[src/design/smdsa_pkg.sv]
// Package for the data stack ALU: opcodes, error codes, sequencer states,
// beat structs and default sizes. No dependencies.
`timescale 1ns / 1ps
package smdsa_pkg;

    localparam int STACK_CELLS_DEF = 64;
    localparam int CELL_BITS_DEF   = 32;

    typedef enum logic [5:0] {
        OP_DUP = 6'd0, OP_DROP = 6'd1, OP_SWAP = 6'd2, OP_OVER = 6'd3,
        OP_ROT = 6'd4, OP_NROT = 6'd5, OP_2DROP = 6'd6, OP_2DUP = 6'd7,
        OP_2SWAP = 6'd8, OP_QDUP = 6'd9, OP_INC1 = 6'd10, OP_DEC1 = 6'd11,
        OP_INC4 = 6'd12, OP_DEC4 = 6'd13, OP_ADD = 6'd14, OP_SUB = 6'd15,
        OP_MUL = 6'd16, OP_DIV = 6'd17, OP_MOD = 6'd18, OP_EQ = 6'd19,
        OP_NE = 6'd20, OP_LT = 6'd21, OP_GT = 6'd22, OP_LE = 6'd23,
        OP_GE = 6'd24, OP_ZEQ = 6'd25, OP_ZNE = 6'd26, OP_ZLT = 6'd27,
        OP_ZGT = 6'd28, OP_ZLE = 6'd29, OP_ZGE = 6'd30, OP_AND = 6'd31,
        OP_OR = 6'd32, OP_XOR = 6'd33, OP_INV = 6'd34, OP_LIT = 6'd35
    } t_opcode;

    typedef enum logic [1:0] {
        ERR_OK = 2'd0, ERR_UNDER = 2'd1, ERR_OVER = 2'd2, ERR_DIVZ = 2'd3
    } t_err;

    typedef enum logic [2:0] {
        ST_IDLE, ST_READ, ST_LOAD, ST_CHECK, ST_ITER, ST_WRITE, ST_DONE
    } t_state;

    typedef enum logic [1:0] {
        MD_MUL, MD_DIV, MD_MOD
    } t_mdop;

    typedef struct packed {
        logic [5:0]         opcode;
        logic signed [31:0] literal;
    } t_in_beat;

    typedef struct packed {
        logic signed [31:0] top_value;
        logic [6:0]         depth;
        logic [1:0]         error_code;
    } t_out_beat;

endpackage

[src/design/smdsa_muldiv.sv]
// Iterative shift-add multiplier and restoring divider, one bit per cycle.
// Depends on smdsa_pkg.
`timescale 1ns / 1ps
module smdsa_muldiv import smdsa_pkg::*; #(
    parameter int CELL_BITS = CELL_BITS_DEF
) (
    input  logic                 i_clk,
    input  logic                 i_rst_n,
    input  logic                 i_start,
    input  t_mdop                i_op,
    input  logic [CELL_BITS-1:0] i_a,
    input  logic [CELL_BITS-1:0] i_b,
    output logic                 o_done,
    output logic [CELL_BITS-1:0] o_result
);
    localparam int CW = $clog2(CELL_BITS + 1);

    logic                 r_busy, n_busy;
    logic [CW-1:0]        r_cnt, n_cnt;
    t_mdop                r_op, n_op;
    logic [CELL_BITS-1:0] r_acc, n_acc;
    logic [CELL_BITS-1:0] r_q, n_q;
    logic [CELL_BITS-1:0] r_b, n_b;
    logic                 r_neg, n_neg;
    logic [CELL_BITS:0]   w_rem;
    logic [CELL_BITS-1:0] w_ma, w_mb;

    always_ff @(posedge i_clk) begin
        if (!i_rst_n) begin
            r_busy <= 1'b0;
            r_cnt  <= '0;
        end else begin
            r_busy <= n_busy;
            r_cnt  <= n_cnt;
        end
        r_op  <= n_op;
        r_acc <= n_acc;
        r_q   <= n_q;
        r_b   <= n_b;
        r_neg <= n_neg;
    end

    always_comb begin
        n_busy = r_busy;
        n_cnt  = r_cnt;
        n_op   = r_op;
        n_acc  = r_acc;
        n_q    = r_q;
        n_b    = r_b;
        n_neg  = r_neg;
        o_done = 1'b0;
        w_ma   = i_a[CELL_BITS-1] ? (~i_a + 1'b1) : i_a;
        w_mb   = i_b[CELL_BITS-1] ? (~i_b + 1'b1) : i_b;
        w_rem  = {r_acc, r_q[CELL_BITS-1]} - {1'b0, r_b};
        if (i_start) begin
            n_busy = 1'b1;
            n_cnt  = CW'(CELL_BITS);
            n_op   = i_op;
            n_acc  = '0;
            if (i_op == MD_MUL) begin
                n_q   = i_a;
                n_b   = i_b;
                n_neg = 1'b0;
            end else begin
                n_q   = w_ma;
                n_b   = w_mb;
                n_neg = (i_op == MD_DIV) ? (i_a[CELL_BITS-1] ^ i_b[CELL_BITS-1])
                                         : i_a[CELL_BITS-1];
            end
        end else if (r_busy) begin
            if (r_cnt == '0) begin
                n_busy = 1'b0;
                o_done = 1'b1;
            end else begin
                n_cnt = r_cnt - 1'b1;
                if (r_op == MD_MUL) begin
                    n_acc = (r_acc << 1) + (r_q[CELL_BITS-1] ? r_b : '0);
                    n_q   = r_q << 1;
                end else if (!w_rem[CELL_BITS]) begin
                    n_acc = w_rem[CELL_BITS-1:0];
                    n_q   = {r_q[CELL_BITS-2:0], 1'b1};
                end else begin
                    n_acc = {r_acc[CELL_BITS-2:0], r_q[CELL_BITS-1]};
                    n_q   = {r_q[CELL_BITS-2:0], 1'b0};
                end
            end
        end
    end

    always_comb begin
        case (r_op)
            MD_MUL:  o_result = r_acc;
            MD_DIV:  o_result = r_neg ? (~r_q + 1'b1) : r_q;
            MD_MOD:  o_result = r_neg ? (~r_acc + 1'b1) : r_acc;
            default: o_result = r_acc;
        endcase
    end
endmodule

[src/design/stack_machine_data_stack_alu_top.sv]
// Top level of the data stack ALU: stack memory, sequencer and ALU.
// Depends on smdsa_pkg and smdsa_muldiv.
`timescale 1ns / 1ps
// Usage: drive i_cmd and raise start while busy is low; the beat is taken
// at that edge. One result beat appears on o_result with o_done high for
// one cycle; the receiver cannot stall it.
// Sequence: each cell read takes two states (address, then load) through the
// single read port of the stack memory, then the check state runs, and the
// write state stores one cell per pass plus one closing pass. A last state
// fetches the top cell; on underflow the sequencer goes straight to it.
// Multiply, divide and mod run the shared one-bit-per-cycle unit between the
// check and write states.
// busy stays high from acceptance until the result cycle; a new beat can be
// taken at the edge that ends the result cycle, so one item is in flight
// at a time.
// Reset clears the depth count and the sequencer; the cell memory is not
// cleared since only values of cells below the depth are used.
// Errors (underflow, overflow, divide by zero) leave the stack unchanged.
module stack_machine_data_stack_alu_top import smdsa_pkg::*; #(
    parameter int STACK_CELLS = STACK_CELLS_DEF,
    parameter int CELL_BITS   = CELL_BITS_DEF
) (
    input  logic      i_clk,
    input  logic      i_rst_n,
    input  logic      start,
    output logic      busy,
    input  t_in_beat  i_cmd,
    output logic      o_done,
    output t_out_beat o_result
);
    localparam int AW = $clog2(STACK_CELLS);
    localparam int DW = $clog2(STACK_CELLS + 1);
    localparam int CB = CELL_BITS;

    logic [CB-1:0] r_mem [STACK_CELLS];

    t_state        r_state, n_state;
    logic [DW-1:0] r_cnt, n_cnt;
    logic [5:0]    r_op, n_op;
    logic [CB-1:0] r_lit, n_lit;
    logic [CB-1:0] r_c [4];
    logic [CB-1:0] n_c [4];
    logic [2:0]    r_k, n_k;
    logic [2:0]    r_need, n_need;
    logic [2:0]    r_nw, n_nw;
    logic [CB-1:0] r_rd;
    logic [1:0]    r_err, n_err;
    logic [CB-1:0] r_top, n_top;
    logic          r_done, n_done;

    logic          w_we;
    logic [AW-1:0] w_waddr, w_raddr;
    logic [CB-1:0] w_wdata;
    logic          w_md_start, w_md_done;
    t_mdop         w_md_op;
    logic [CB-1:0] w_md_res;
    logic [2:0]    w_need;
    logic [DW:0]   w_grow_cnt;
    logic [CB-1:0] w_a, w_b, w_r;
    logic          w_lt, w_gt, w_zlt, w_zgt;

    smdsa_muldiv #(.CELL_BITS(CB)) u_md (
        .i_clk   (i_clk),
        .i_rst_n (i_rst_n),
        .i_start (w_md_start),
        .i_op    (w_md_op),
        .i_a     (r_c[1]),
        .i_b     (r_c[0]),
        .o_done  (w_md_done),
        .o_result(w_md_res)
    );

    always_ff @(posedge i_clk) begin
        if (w_we) begin
            r_mem[w_waddr] <= w_wdata;
        end
        r_rd <= r_mem[w_raddr];
    end

    always_ff @(posedge i_clk) begin
        if (!i_rst_n) begin
            r_state <= ST_IDLE;
            r_cnt   <= '0;
            r_done  <= 1'b0;
        end else begin
            r_state <= n_state;
            r_cnt   <= n_cnt;
            r_done  <= n_done;
        end
        r_op   <= n_op;
        r_lit  <= n_lit;
        r_c    <= n_c;
        r_k    <= n_k;
        r_need <= n_need;
        r_nw   <= n_nw;
        r_err  <= n_err;
        r_top  <= n_top;
    end

    always_comb begin
        case (i_cmd.opcode) inside
            OP_LIT:                        w_need = 3'd0;
            OP_ROT, OP_NROT:               w_need = 3'd3;
            OP_2SWAP:                      w_need = 3'd4;
            OP_SWAP, OP_OVER, OP_2DROP, OP_2DUP,
            [OP_ADD:OP_GE], [OP_AND:OP_XOR]: w_need = 3'd2;
            OP_DUP, OP_DROP, OP_QDUP, [OP_INC1:OP_DEC4],
            [OP_ZEQ:OP_ZGE], OP_INV:       w_need = 3'd1;
            default:                       w_need = 3'd0;
        endcase
    end

    assign w_a   = r_c[1];
    assign w_b   = r_c[0];
    assign w_lt  = $signed(w_a) < $signed(w_b);
    assign w_gt  = $signed(w_b) < $signed(w_a);
    assign w_zlt = w_b[CB-1];
    assign w_zgt = !w_b[CB-1] && (w_b != '0);

    always_comb begin
        case (r_op) inside
            OP_ADD:  w_r = w_a + w_b;
            OP_SUB:  w_r = w_a - w_b;
            OP_EQ:   w_r = CB'(w_a == w_b);
            OP_NE:   w_r = CB'(w_a != w_b);
            OP_LT:   w_r = CB'(w_lt);
            OP_GT:   w_r = CB'(w_gt);
            OP_LE:   w_r = CB'(!w_gt);
            OP_GE:   w_r = CB'(!w_lt);
            OP_AND:  w_r = w_a & w_b;
            OP_OR:   w_r = w_a | w_b;
            OP_XOR:  w_r = w_a ^ w_b;
            OP_INC1: w_r = w_b + CB'(1);
            OP_DEC1: w_r = w_b - CB'(1);
            OP_INC4: w_r = w_b + CB'(4);
            OP_DEC4: w_r = w_b - CB'(4);
            OP_ZEQ:  w_r = CB'(w_b == '0);
            OP_ZNE:  w_r = CB'(w_b != '0);
            OP_ZLT:  w_r = CB'(w_zlt);
            OP_ZGT:  w_r = CB'(w_zgt);
            OP_ZLE:  w_r = CB'(!w_zgt);
            OP_ZGE:  w_r = CB'(!w_zlt);
            OP_INV:  w_r = ~w_b;
            default: w_r = w_b;
        endcase
    end

    always_comb begin
        n_state    = r_state;
        n_cnt      = r_cnt;
        n_op       = r_op;
        n_lit      = r_lit;
        n_c        = r_c;
        n_k        = r_k;
        n_need     = r_need;
        n_nw       = r_nw;
        n_err      = r_err;
        n_top      = r_top;
        n_done     = 1'b0;
        busy       = (r_state != ST_IDLE);
        w_we       = 1'b0;
        w_waddr    = '0;
        w_wdata    = r_c[0];
        w_raddr    = AW'(r_cnt - DW'(1) - DW'(r_k));
        w_md_start = 1'b0;
        w_md_op    = MD_MUL;
        w_grow_cnt = '0;
        case (r_state)
            ST_IDLE: begin
                if (start) begin
                    n_op   = i_cmd.opcode;
                    n_lit  = CB'(i_cmd.literal);
                    n_need = w_need;
                    n_k    = '0;
                    n_err  = ERR_OK;
                    n_state = (w_need == 3'd0) ? ST_CHECK : ST_READ;
                    if ({1'b0, r_cnt} < {1'b0, DW'(w_need)}) begin
                        n_err   = ERR_UNDER;
                        n_state = ST_DONE;
                    end
                end
            end
            ST_READ: begin
                n_state = ST_LOAD;
            end
            ST_LOAD: begin
                n_c[r_k[1:0]] = r_rd;
                n_k = r_k + 3'd1;
                n_state = (r_k + 3'd1 == r_need) ? ST_CHECK : ST_READ;
            end
            ST_CHECK: begin
                n_k = '0;
                case (r_op) inside
                    OP_DUP, OP_OVER, OP_LIT: w_grow_cnt = {1'b0, r_cnt} + 1'b1;
                    OP_2DUP:                 w_grow_cnt = {1'b0, r_cnt} + 2'd2;
                    OP_QDUP: w_grow_cnt = {1'b0, r_cnt} + ((r_c[0] != '0) ? 1'b1 : 1'b0);
                    default:                 w_grow_cnt = {1'b0, r_cnt};
                endcase
                n_state = ST_WRITE;
                if (w_grow_cnt > (DW+1)'(STACK_CELLS)) begin
                    n_err   = ERR_OVER;
                    n_state = ST_DONE;
                end else if ((r_op == OP_DIV || r_op == OP_MOD) && r_c[0] == '0) begin
                    n_err   = ERR_DIVZ;
                    n_state = ST_DONE;
                end else if (r_op == OP_MUL || r_op == OP_DIV || r_op == OP_MOD) begin
                    w_md_start = 1'b1;
                    w_md_op = (r_op == OP_MUL) ? MD_MUL : ((r_op == OP_DIV) ? MD_DIV : MD_MOD);
                    n_state = ST_ITER;
                end else begin
                    case (r_op) inside
                        OP_DUP: begin
                            n_c[1] = r_c[0]; n_nw = 3'd1; n_cnt = r_cnt + 1'b1;
                        end
                        OP_OVER: begin
                            n_c[0] = r_c[1]; n_c[1] = r_c[0]; n_c[2] = r_c[1];
                            n_nw = 3'd1; n_cnt = r_cnt + 1'b1;
                        end
                        OP_LIT: begin
                            n_c[0] = r_lit; n_nw = 3'd1; n_cnt = r_cnt + 1'b1;
                        end
                        OP_QDUP: begin
                            n_nw = (r_c[0] != '0) ? 3'd1 : 3'd0;
                            n_cnt = (r_c[0] != '0) ? r_cnt + 1'b1 : r_cnt;
                        end
                        OP_2DUP: begin
                            n_c[2] = r_c[1]; n_c[3] = r_c[0];
                            n_c[1] = r_c[1]; n_c[0] = r_c[0];
                            n_nw = 3'd2; n_cnt = r_cnt + 2'd2;
                        end
                        OP_DROP: begin
                            n_nw = 3'd0; n_cnt = r_cnt - 1'b1; n_c[0] = r_c[1];
                        end
                        OP_2DROP: begin
                            n_nw = 3'd0; n_cnt = r_cnt - 2'd2;
                        end
                        OP_SWAP: begin
                            n_c[0] = r_c[1]; n_c[1] = r_c[0]; n_nw = 3'd2;
                        end
                        OP_ROT: begin
                            n_c[0] = r_c[2]; n_c[1] = r_c[0]; n_c[2] = r_c[1];
                            n_nw = 3'd3;
                        end
                        OP_NROT: begin
                            n_c[0] = r_c[1]; n_c[1] = r_c[2]; n_c[2] = r_c[0];
                            n_nw = 3'd3;
                        end
                        OP_2SWAP: begin
                            n_c[0] = r_c[2]; n_c[1] = r_c[3];
                            n_c[2] = r_c[0]; n_c[3] = r_c[1];
                            n_nw = 3'd4;
                        end
                        [OP_ADD:OP_SUB], [OP_EQ:OP_GE], [OP_AND:OP_XOR]: begin
                            n_c[0] = w_r; n_nw = 3'd1; n_cnt = r_cnt - 1'b1;
                        end
                        [OP_INC1:OP_DEC4], [OP_ZEQ:OP_INV]: begin
                            n_c[0] = w_r; n_nw = 3'd1;
                        end
                        default: begin
                            n_nw = 3'd0;
                        end
                    endcase
                end
            end
            ST_ITER: begin
                if (w_md_done) begin
                    n_c[0] = w_md_res;
                    n_nw = 3'd1;
                    n_cnt = r_cnt - 1'b1;
                    n_state = ST_WRITE;
                end
            end
            ST_WRITE: begin
                if (r_k == r_nw) begin
                    n_state = ST_DONE;
                end else begin
                    w_we    = 1'b1;
                    w_waddr = AW'(r_cnt - DW'(1) - DW'(r_k));
                    w_wdata = r_c[r_k[1:0]];
                    n_k     = r_k + 3'd1;
                end
            end
            ST_DONE: begin
                // The top cell of the result is fetched with one last memory read.
                w_raddr = AW'(r_cnt - DW'(1));
                n_done  = 1'b1;
                n_state = ST_IDLE;
            end
            default: begin
                n_state = ST_IDLE;
            end
        endcase
    end

    assign o_done              = r_done;
    assign o_result.top_value  = (r_cnt == '0) ? '0 : 32'(signed'(r_rd));
    assign o_result.depth      = 7'(r_cnt);
    assign o_result.error_code = r_err;

    ap_start_busy: assert property (@(posedge i_clk) disable iff (!i_rst_n)
        (start && !busy) |=> busy)
        else $error("busy did not rise after an accepted command");
    ap_depth_max: assert property (@(posedge i_clk) disable iff (!i_rst_n)
        r_cnt <= DW'(STACK_CELLS))
        else $error("stack depth exceeds capacity");
    ap_done_idle: assert property (@(posedge i_clk) disable iff (!i_rst_n)
        o_done |-> !busy)
        else $error("result beat while still busy");
endmodule
[config.mk]
export PLATFORM = sky130hd
export DESIGN_NAME = stack_machine_data_stack_alu_top
export DESIGN_NICKNAME = d
export VERILOG_FILES = /design/src/design/smdsa_pkg.sv /design/src/design/smdsa_muldiv.sv /design/src/design/stack_machine_data_stack_alu_top.sv
export SDC_FILE = /design/constraint.sdc
export NUM_CORES = 2
export LEC_CHECK = 0
export BUFFER_PORTS_ARGS = -buffer_cell sky130_fd_sc_hd__buf_2
export CAP_MARGIN = 5
export CORE_AREA = 10 10 542 544
export CTS_BUF_LIST = sky130_fd_sc_hd__clkbuf_4 sky130_fd_sc_hd__clkbuf_8
export CTS_CLUSTER_SIZE = 16
export DETAILED_ROUTE_END_ITERATION = 12
export DIE_AREA = 0 0 552 554
export HOLD_SLACK_MARGIN = 0.08
export SYNTH_ARGS = -nofsm -noshare
export SYNTH_HDL_FRONTEND = slang
export SYNTH_HIERARCHICAL = 1
export SYNTH_SLANG_ARGS = --single-unit
[constraint.sdc]
create_clock -name i_clk -period 11.4 [get_ports i_clk]
set_input_delay 0.57 -clock i_clk [delete_from_list [all_inputs] [get_ports i_clk]]
set_output_delay 0.57 -clock i_clk [all_outputs]
set_load 0.03 [all_outputs]
# [Word level (Yosys, flattened, before mapping)]
# Memories as Yosys holds them, arrays and structs flattened. A register that Yosys moved wholly into a read port is not among the register bits.
# Index checks and enable logic that the tools add are counted.
[word_totals] elab_cells=425 n_memories=1 regBits=294 out_inout_bits=43 in_bits=41 ramBits=2048
[memory_table] memory="r_mem" words=64 word_bits=32 read_ports=1 rd_ports_with_merged_regs=1 write_ports=1 line_no="stack_machine_data_stack_alu_top.sv:35" text="logic [CB-1:0] r_mem [STACK_CELLS];"
[op_classes] n_mux=191 n_eq_ne=100 n_reduce_logical=55 order_cmp=24 addsub=22 n_bitwise=11
[op_table] cell="32-bit 2-to-1 mux" count=87
[op_table] cell="128-bit 2-to-1 mux" count=3
[op_table] cell="96-bit one-hot mux with 2 select lines" count=1
[op_table] cell="32-bit by 1-bit adder with 32-bit output (second input constant)" count=5
[op_table] cell="128-bit bitwise mux" count=1
[op_table] cell="32-bit inverter" count=4
[op_table] cell="7-bit 2-to-1 mux" count=17
[op_table] cell="6-bit by 5-bit == test with 1-bit output (second input constant)" count=16
[op_table] cell="32-bit one-hot mux with 3 select lines" count=1
[op_table] cell="3-bit 2-to-1 mux" count=25
[op_table] cell="32-bit adder" count=2
[op_table] cell="32-bit binary-select mux with 2-bit select" count=1
[op_table] cell="32-bit demux with 2-bit select" count=1
[op_table] cell="32-bit < comparator" count=2
[op_table] cell="32-bit one-hot mux with 2 select lines" count=1
[op_table] cell="6-bit by 4-bit == test with 1-bit output (second input constant)" count=10
[op_table] cell="6-bit by 3-bit == test with 1-bit output (second input constant)" count=8
[op_table] cell="4-bit inequality test (second input constant)" count=10
[op_table] cell="6-bit == test (second input constant)" count=6
[op_table] cell="6-bit 2-to-1 mux" count=6
[op_table] cell="9-bit inequality test (second input constant)" count=4
[op_table] cell="33-bit by 32-bit subtractor with 33-bit output" count=1
[op_table] cell="32-bit by 3-bit adder with 32-bit output (second input constant)" count=1
[op_table] cell="32-bit bitwise AND" count=1
[op_table] cell="other kinds (74)" count=189

# [Depth between registers and ports, before layout]
[logic_depth] word_depth=40 depth_mapped=27

# [Cells and area by module]
# Netlist, hierarchy kept.
[by_module_without_submodules] module="stack_machine_data_stack_alu_top" area_per_inst_um2=101521.1 instances=1 seq_area_each_um2=67674.9 cells_each=6640
[by_module_without_submodules] module="smdsa_muldiv" area_per_inst_um2=10968.0 instances=1 seq_area_each_um2=2792.7 cells_each=1421

# [Worst setup path after synthesis]
# OpenSTA, ideal clock, no wires.
[synth_path] path_kind="register -> register" from="register r_c, in the netlist w_b[1]" to="register r_c, in the netlist w_a[0], enable pin" arrival_ps=8061 synth_period_minus_slack_ps=8655 setup_ps=594 setup_slack_ps=2745 stages_incl_launch_ff=16 n_path_buf=1 path_cell_list="edfxtp_1 -> clkbuf_1 -> inv_1 -> ha_1 -> nor2b_1 -> nand4_1 -> nor3_4 -> inv_1 -> ha_1 -> ha_1 -> a211o_1 -> a211oi_1 -> o22a_1 -> o31a_4 -> nand2_1 -> a2111oi_0"
[synth_between] elab_chain_len=10
[synth_lines] element="start, declared" line_no="stack_machine_data_stack_alu_top.sv:41" text="logic [CB-1:0] r_c [4];"
[synth_lines] element="start signal, assigned" line_no="stack_machine_data_stack_alu_top.sv:92" text="r_c <= n_c;"
[synth_lines] element="32-bit nonzero test" line_no="stack_machine_data_stack_alu_top.sv:196" text="OP_QDUP: w_grow_cnt = {1'b0, r_cnt} + ((r_c[0] != '0) ? 1'b1 : 1'b0);"
[synth_lines] element="1-bit 2-to-1 mux" line_no="stack_machine_data_stack_alu_top.sv:196"
[synth_lines] element="7-bit by 1-bit adder with 8-bit output" line_no="stack_machine_data_stack_alu_top.sv:196"
[synth_lines] element="8-bit 2-to-1 mux (3 in a row)" line_no="stack_machine_data_stack_alu_top.sv:193" text="case (r_op) inside"
[synth_lines] element="8-bit 2-to-1 mux" line_no="stack_machine_data_stack_alu_top.sv:168" text="case (r_state)"
[synth_lines] element="8-bit by 7-bit > comparator with 1-bit output" line_no="stack_machine_data_stack_alu_top.sv:200" text="if (w_grow_cnt > (DW+1)'(STACK_CELLS)) begin"
[synth_lines] element="2-bit inequality test (no source line)"
[synth_lines] element="10-bit AND reduction (no source line) (*)"
# Every way passes the cells marked *; elsewhere a longest branch is shown, timed or not. The select of a mux whose other input is x is not followed.
# A chain may end at the register's enable or synchronous reset.

# [Worst setup path in the final report]
[layout_path] from="register r_c, in the netlist w_b[8]" to="register u_md.r_b[24], data pin"
[layout_between] elab_chain_len=12
[layout_lines] element="32-bit nonzero test" line_no="stack_machine_data_stack_alu_top.sv:196"
[layout_lines] element="1-bit 2-to-1 mux" line_no="stack_machine_data_stack_alu_top.sv:196"
[layout_lines] element="7-bit by 1-bit adder with 8-bit output" line_no="stack_machine_data_stack_alu_top.sv:196"
[layout_lines] element="8-bit 2-to-1 mux (3 in a row)" line_no="stack_machine_data_stack_alu_top.sv:193"
[layout_lines] element="8-bit 2-to-1 mux" line_no="stack_machine_data_stack_alu_top.sv:168"
[layout_lines] element="8-bit by 7-bit > comparator with 1-bit output" line_no="stack_machine_data_stack_alu_top.sv:200"
[layout_lines] element="2-bit 2-to-1 mux (*)" line_no="stack_machine_data_stack_alu_top.sv:200"
[layout_lines] element="2-bit 2-to-1 mux (*)" line_no="stack_machine_data_stack_alu_top.sv:168"
[layout_lines] element="net w_md_op[1]" line_no="stack_machine_data_stack_alu_top.sv:55" text="t_mdop w_md_op;"
[layout_lines] element="2-bit zero test (*)" line_no="smdsa_muldiv.sv:60" text="if (i_op == MD_MUL) begin"
[layout_lines] element="32-bit 2-to-1 mux (*)" line_no="smdsa_muldiv.sv:60"
[layout_lines] element="end signal, assigned" line_no="smdsa_muldiv.sv:39" text="r_b <= n_b;"
[layout_lines] element="end, declared" line_no="smdsa_muldiv.sv:23" text="logic [CELL_BITS-1:0] r_b, n_b;"
# The timed path passes the listed nets; every way through them passes the cells marked *. The select of a mux whose other input is x is not followed.

==> results <==
- Net switching is 39.13% of the power.
- The setup check on the worst reg-to-reg path leaves a slack of 3.71 ns.
- The total number of yosys warnings is 6.
- The core region is 283500 um2.
- The TritonCTS clock tree is done.
- VDD sags by at most 0.2162 mV.
- The number of buffers created by CTS is 391.
- In this run the vertical extent of the chip is 554 um.
- The clock transition at the registers of the reported paths is 0.08 ns.
- Of the available clock period, the critical path in the final layout requires 67.47%.
- The maximum number of pins on one net before global-route repair is 124.
- Counting flops and latches in the post-synthesis netlist gives 2374.
- STA classifies the critical path endpoint as a flip-flop.
- The standby leakage power is 41.83 nW.
- In this run the cell area of the synthesized design comes to 112500 um2.
- The largest clock skew in the final design is 0.1842 ns.
- For this run, the detailed router's first-pass iteration total came to 11.
- Of all nets on the critical path, the largest fanout is 21.
- The internal portion of the total power is 0.01857 W.
- The portion of netlist area occupied by mux cells is 10.77%.
- The number of nets with antenna violations after routing is 0.
- The via count of the first global-routing pass came to 75.34k.
- The via count normalized by instance count is 6.258.
- The count of buffers from port buffering is 83.
- The arrival time reported for the critical path endpoint is 8.38 ns.
- The run finished with clean final reports.
- The finished layout cell area is 127100 um2.
- The startpoint class of the critical path is a flip-flop.
- The die covers 305800 um2.
- In the layout the commonest cells are 2292 x sky130_fd_sc_hd__edfxtp_1, 642 x sky130_fd_sc_hd__nand2_1, 546 x sky130_fd_sc_hd__a21oi_1.
- The detailed placement HPWL is 254700 um.
- The die width is 552 um.
- Synthesis handed over a netlist of 8061 instances.
- The number of antenna violations at the first check in global routing came to 21.
- The clock passes through at most 4 buffers.
- For this run, the total global-route usage over all layers was measured as 25.73%.
- The max-cap check violation count is 0.
- The clock drives 2374 sinks.
- The number of vias in the routed layout is 77.59k.
- Combinational logic burns 39.2% of the power.
- The clock latency at the later pin of the worst-skew pair is 1.06 ns.
- Summing the sequential cell areas from Yosys gives 62.64% of the chip area.
- For this configuration, the core starts out at a cell density of 39.68%.
- In this run the power spent charging and discharging nets is 0.01194 W.
- In this run, synthesis inferred 2292 flip-flops with an integrated enable.
- The final worst hold slack is 0.3485 ns.
- The XOR/XNOR share of the synthesized area is 1.705%.
- The number of failing hold endpoints at the final stage was 0.
- The post-synth net total is 8329.
- The most common cell after layout, fill and taps aside is sky130_fd_sc_hd__edfxtp_1.
- After detailed routing, the average wire length per cell comes to 33.09 um.
- The number of setup buffers added after CTS is 0.
- In this run, the clock network consumes 24.4% of the power.
- The maximum clock frequency is 0.1300 GHz.
- The sequential fraction of design power is 36.4%.
- The synthesized netlist devotes 2.567% of its cell area to adder and majority cells.
- 84 I/O pins were placed.
- The critical path is of the flip-flop to flip-flop type.
- Prior to clock tree synthesis, the placed netlist has a worst setup slack of 4.158 ns.
- At the pin with the least slew margin, the transition time is 1.415 ns.
- The setup TNS is 0 ns.
- The tree is rooted in a sky130_fd_sc_hd__clkbuf_8.
- The total wire length after detailed routing is 410300 um.
- STA puts the critical path data required time at 12.09 ns.
- Counting distinct cell types in the post-synthesis netlist gives 114.
- In the final layout, the share of cells above drive strength 1 is 20.53%.
- Routability-driven placement finished with a final weighted congestion of 1.000.
- The final layout contains 8590 nets.
- The first global-routing pass estimated 573500 um of wire.
- Setup repair after global routing left no endpoint under its margin.
- In this run the power density over the cells is 240.0 nW/um2.
- In this run the tightest slew margin relative to its limit is 4.923%.
- By area, the combinational part of the netlist is dominated by compound AO/OA/AOI/OAI gates.
- The area growth from synthesis to layout is 13.03%.
- After detailed placement, the total cell area comes to 119000 um2.
- The synthesized netlist devotes 11.47% of its cell area to compound gates.
- For this run, the leading register cell type out of synthesis is sky130_fd_sc_hd__edfxtp_1.
- In this run the worst hold path is classified as input port to flip-flop.
- The DRC violation total after the first TritonRoute iteration is 9889.
- Summing the areas of all and, or, nand and nor instances in the mapped netlist gives 8.140% of the synthesized area.
- The mean instance size in the synthesized netlist is 13.95 um2.
- In the routed design, unresolved DRC markers number 0.
- The count of final setup violators is 0.
- Global routing finished with a remaining overflow of 0.
- The maximum level of the CTS H-tree is 5.
- The initialized floorplan defines 196 standard-cell rows.
- Of all flip-flops after synthesis, the portion carrying an async set or reset was 0%.
- The smallest clock period supported by the final layout is computed as 7.691 ns.
- The final count of pins violating max slew is 0.
- After layout, the worst setup slack is 3.709 ns.
[cells in the mapped netlist, types with 39 or more instances]
library cell               count  area, um2
sky130_fd_sc_hd__a211oi_1    220       1652
sky130_fd_sc_hd__a21o_1       53      397.9
sky130_fd_sc_hd__a21oi_1     582       2913
sky130_fd_sc_hd__a311oi_1     73      639.4
sky130_fd_sc_hd__a31oi_1     112      700.7
sky130_fd_sc_hd__and2_1      173       1082
sky130_fd_sc_hd__buf_2       153      765.7
sky130_fd_sc_hd__clkbuf_1    363       1363
sky130_fd_sc_hd__dfxtp_1      82       1642
sky130_fd_sc_hd__edfxtp_1   2292      68830
sky130_fd_sc_hd__ha_1        222       2778
sky130_fd_sc_hd__inv_1       192      720.7
sky130_fd_sc_hd__mux2i_1      50      500.5
sky130_fd_sc_hd__mux4_2      512      11530
sky130_fd_sc_hd__nand2_1     648       2432
sky130_fd_sc_hd__nand3_1     182      910.9
sky130_fd_sc_hd__nand4_1      47      294.0
sky130_fd_sc_hd__nor2_1      503       1888
sky130_fd_sc_hd__nor2b_1      39      244.0
sky130_fd_sc_hd__nor3_1      103      515.5
sky130_fd_sc_hd__nor4_1       42      262.8
sky130_fd_sc_hd__o211ai_1     44      330.3
sky130_fd_sc_hd__o21ai_0     378       1892
sky130_fd_sc_hd__o221ai_1     39      341.6
sky130_fd_sc_hd__o22ai_1      71      444.2
sky130_fd_sc_hd__o31ai_1      68      510.5
sky130_fd_sc_hd__xnor2_1     151       1323
sky130_fd_sc_hd__xor2_1       68      595.6
[logic make-up after synthesis]
group	after synthesis
xor gates and xnor gates	219
muxes	569
AOI/OAI and AO/OA	1992
and+or+nand+nor	1925
buffers and inverters	754
DFF	2374
adders and majority gates	228
[worst max-delay path, stage by stage (launching register included)]
cell,delay (ns)
sky130_fd_sc_hd__edfxtp_1,0.71
sky130_fd_sc_hd__nor3_2,0.64
sky130_fd_sc_hd__nand4_2,0.48
sky130_fd_sc_hd__nor3_4,0.47
sky130_fd_sc_hd__inv_1,0.16
sky130_fd_sc_hd__ha_1,0.24
sky130_fd_sc_hd__ha_1,0.22
sky130_fd_sc_hd__a211o_1,0.27
sky130_fd_sc_hd__a211oi_1,0.30
sky130_fd_sc_hd__o22a_1,0.22
sky130_fd_sc_hd__o31a_4,0.19
sky130_fd_sc_hd__o21ai_0,0.11
sky130_fd_sc_hd__or2_2,0.35
sky130_fd_sc_hd__nor3_1,1.08
sky130_fd_sc_hd__nor2_1,0.34
sky130_fd_sc_hd__nor2b_2,1.02
sky130_fd_sc_hd__o21ai_0,0.31
sky130_fd_sc_hd__xnor2_1,0.21
[layer usage]
metal  routed length, um  GRT usage (%)  part of all wire [%]
met5                 208         0.3395                 0.051
met1              158800          33.51                    39
met3               37130          5.160                   9.0
met2              187200          40.23                    46
met4               26960          14.64                   6.6
[power groups by stage]
| stage | combinational, W | sequential [W] | clock, W |
|---|---|---|---|
| 3_5_place_dp | 0.0119 | 0.0112 | 0 |
| 6_report | 0.0120 | 0.0111 | 0.00745 |
| 3_3_place_gp | 0.0118 | 0.0112 | 0 |
| 2_1_floorplan | 0.00716 | 0.0110 | 0 |
| 5_1_grt | 0.0125 | 0.0111 | 0.00795 |
| 4_1_cts | 0.0119 | 0.0110 | 0.00757 |
[final cells by class]
type                            instances  area [um2]
Fill cell                           25440      156400
Antenna cell                           14       35.03
Multi-Input combinational cell       4933       40250
Sequential cell                      2374       70470
Timing Repair Buffer                  418        3203
Clock buffer                          556        6764
Clock inverter                        138       944.7
Tap cell                             3762        4707
Inverter                              204       765.7
[path summary, 6_finish.rpt]
kind                  from             to  depth (start not counted)
min               i_cmd[9]       r_lit[9]                          2
max reg2reg         w_b[8]   u_md/r_b[24]                         17
max                 w_b[8]   u_md/r_b[24]                         17
min reg2reg  u_md/r_cnt[1]  u_md/r_cnt[1]                          2
[registers in the layout, summed over array words and instances (netlist names), 7 cells and up]
register / flops
r_rd: 32
u_md/r_b: 32
w_b: 32
u_md/r_acc: 32
r_lit: 32
u_md/r_q: 32
r_cnt: 7
r_c: 64
w_a: 32
r_mem: 2048
[stage by stage]
step	utilization (%)	power, W	instances
6_report	44.85	0.03051	12400
5_1_grt	44.84	0.03156	12390
4_1_cts	44.84	0.03053	12390
3_5_place_dp	41.98	0.02309	11650
3_3_place_gp	41.98	0.02299	11650
2_1_floorplan	-	0.01811	8061
[repair_timing]
item / 4_1_cts / 5_1_grt
hold buffers: 39 / 0
gates resized for setup: 0 / 0
hold endpoints to repair: 40 / 0
Power figures use the tool's default switching activity.
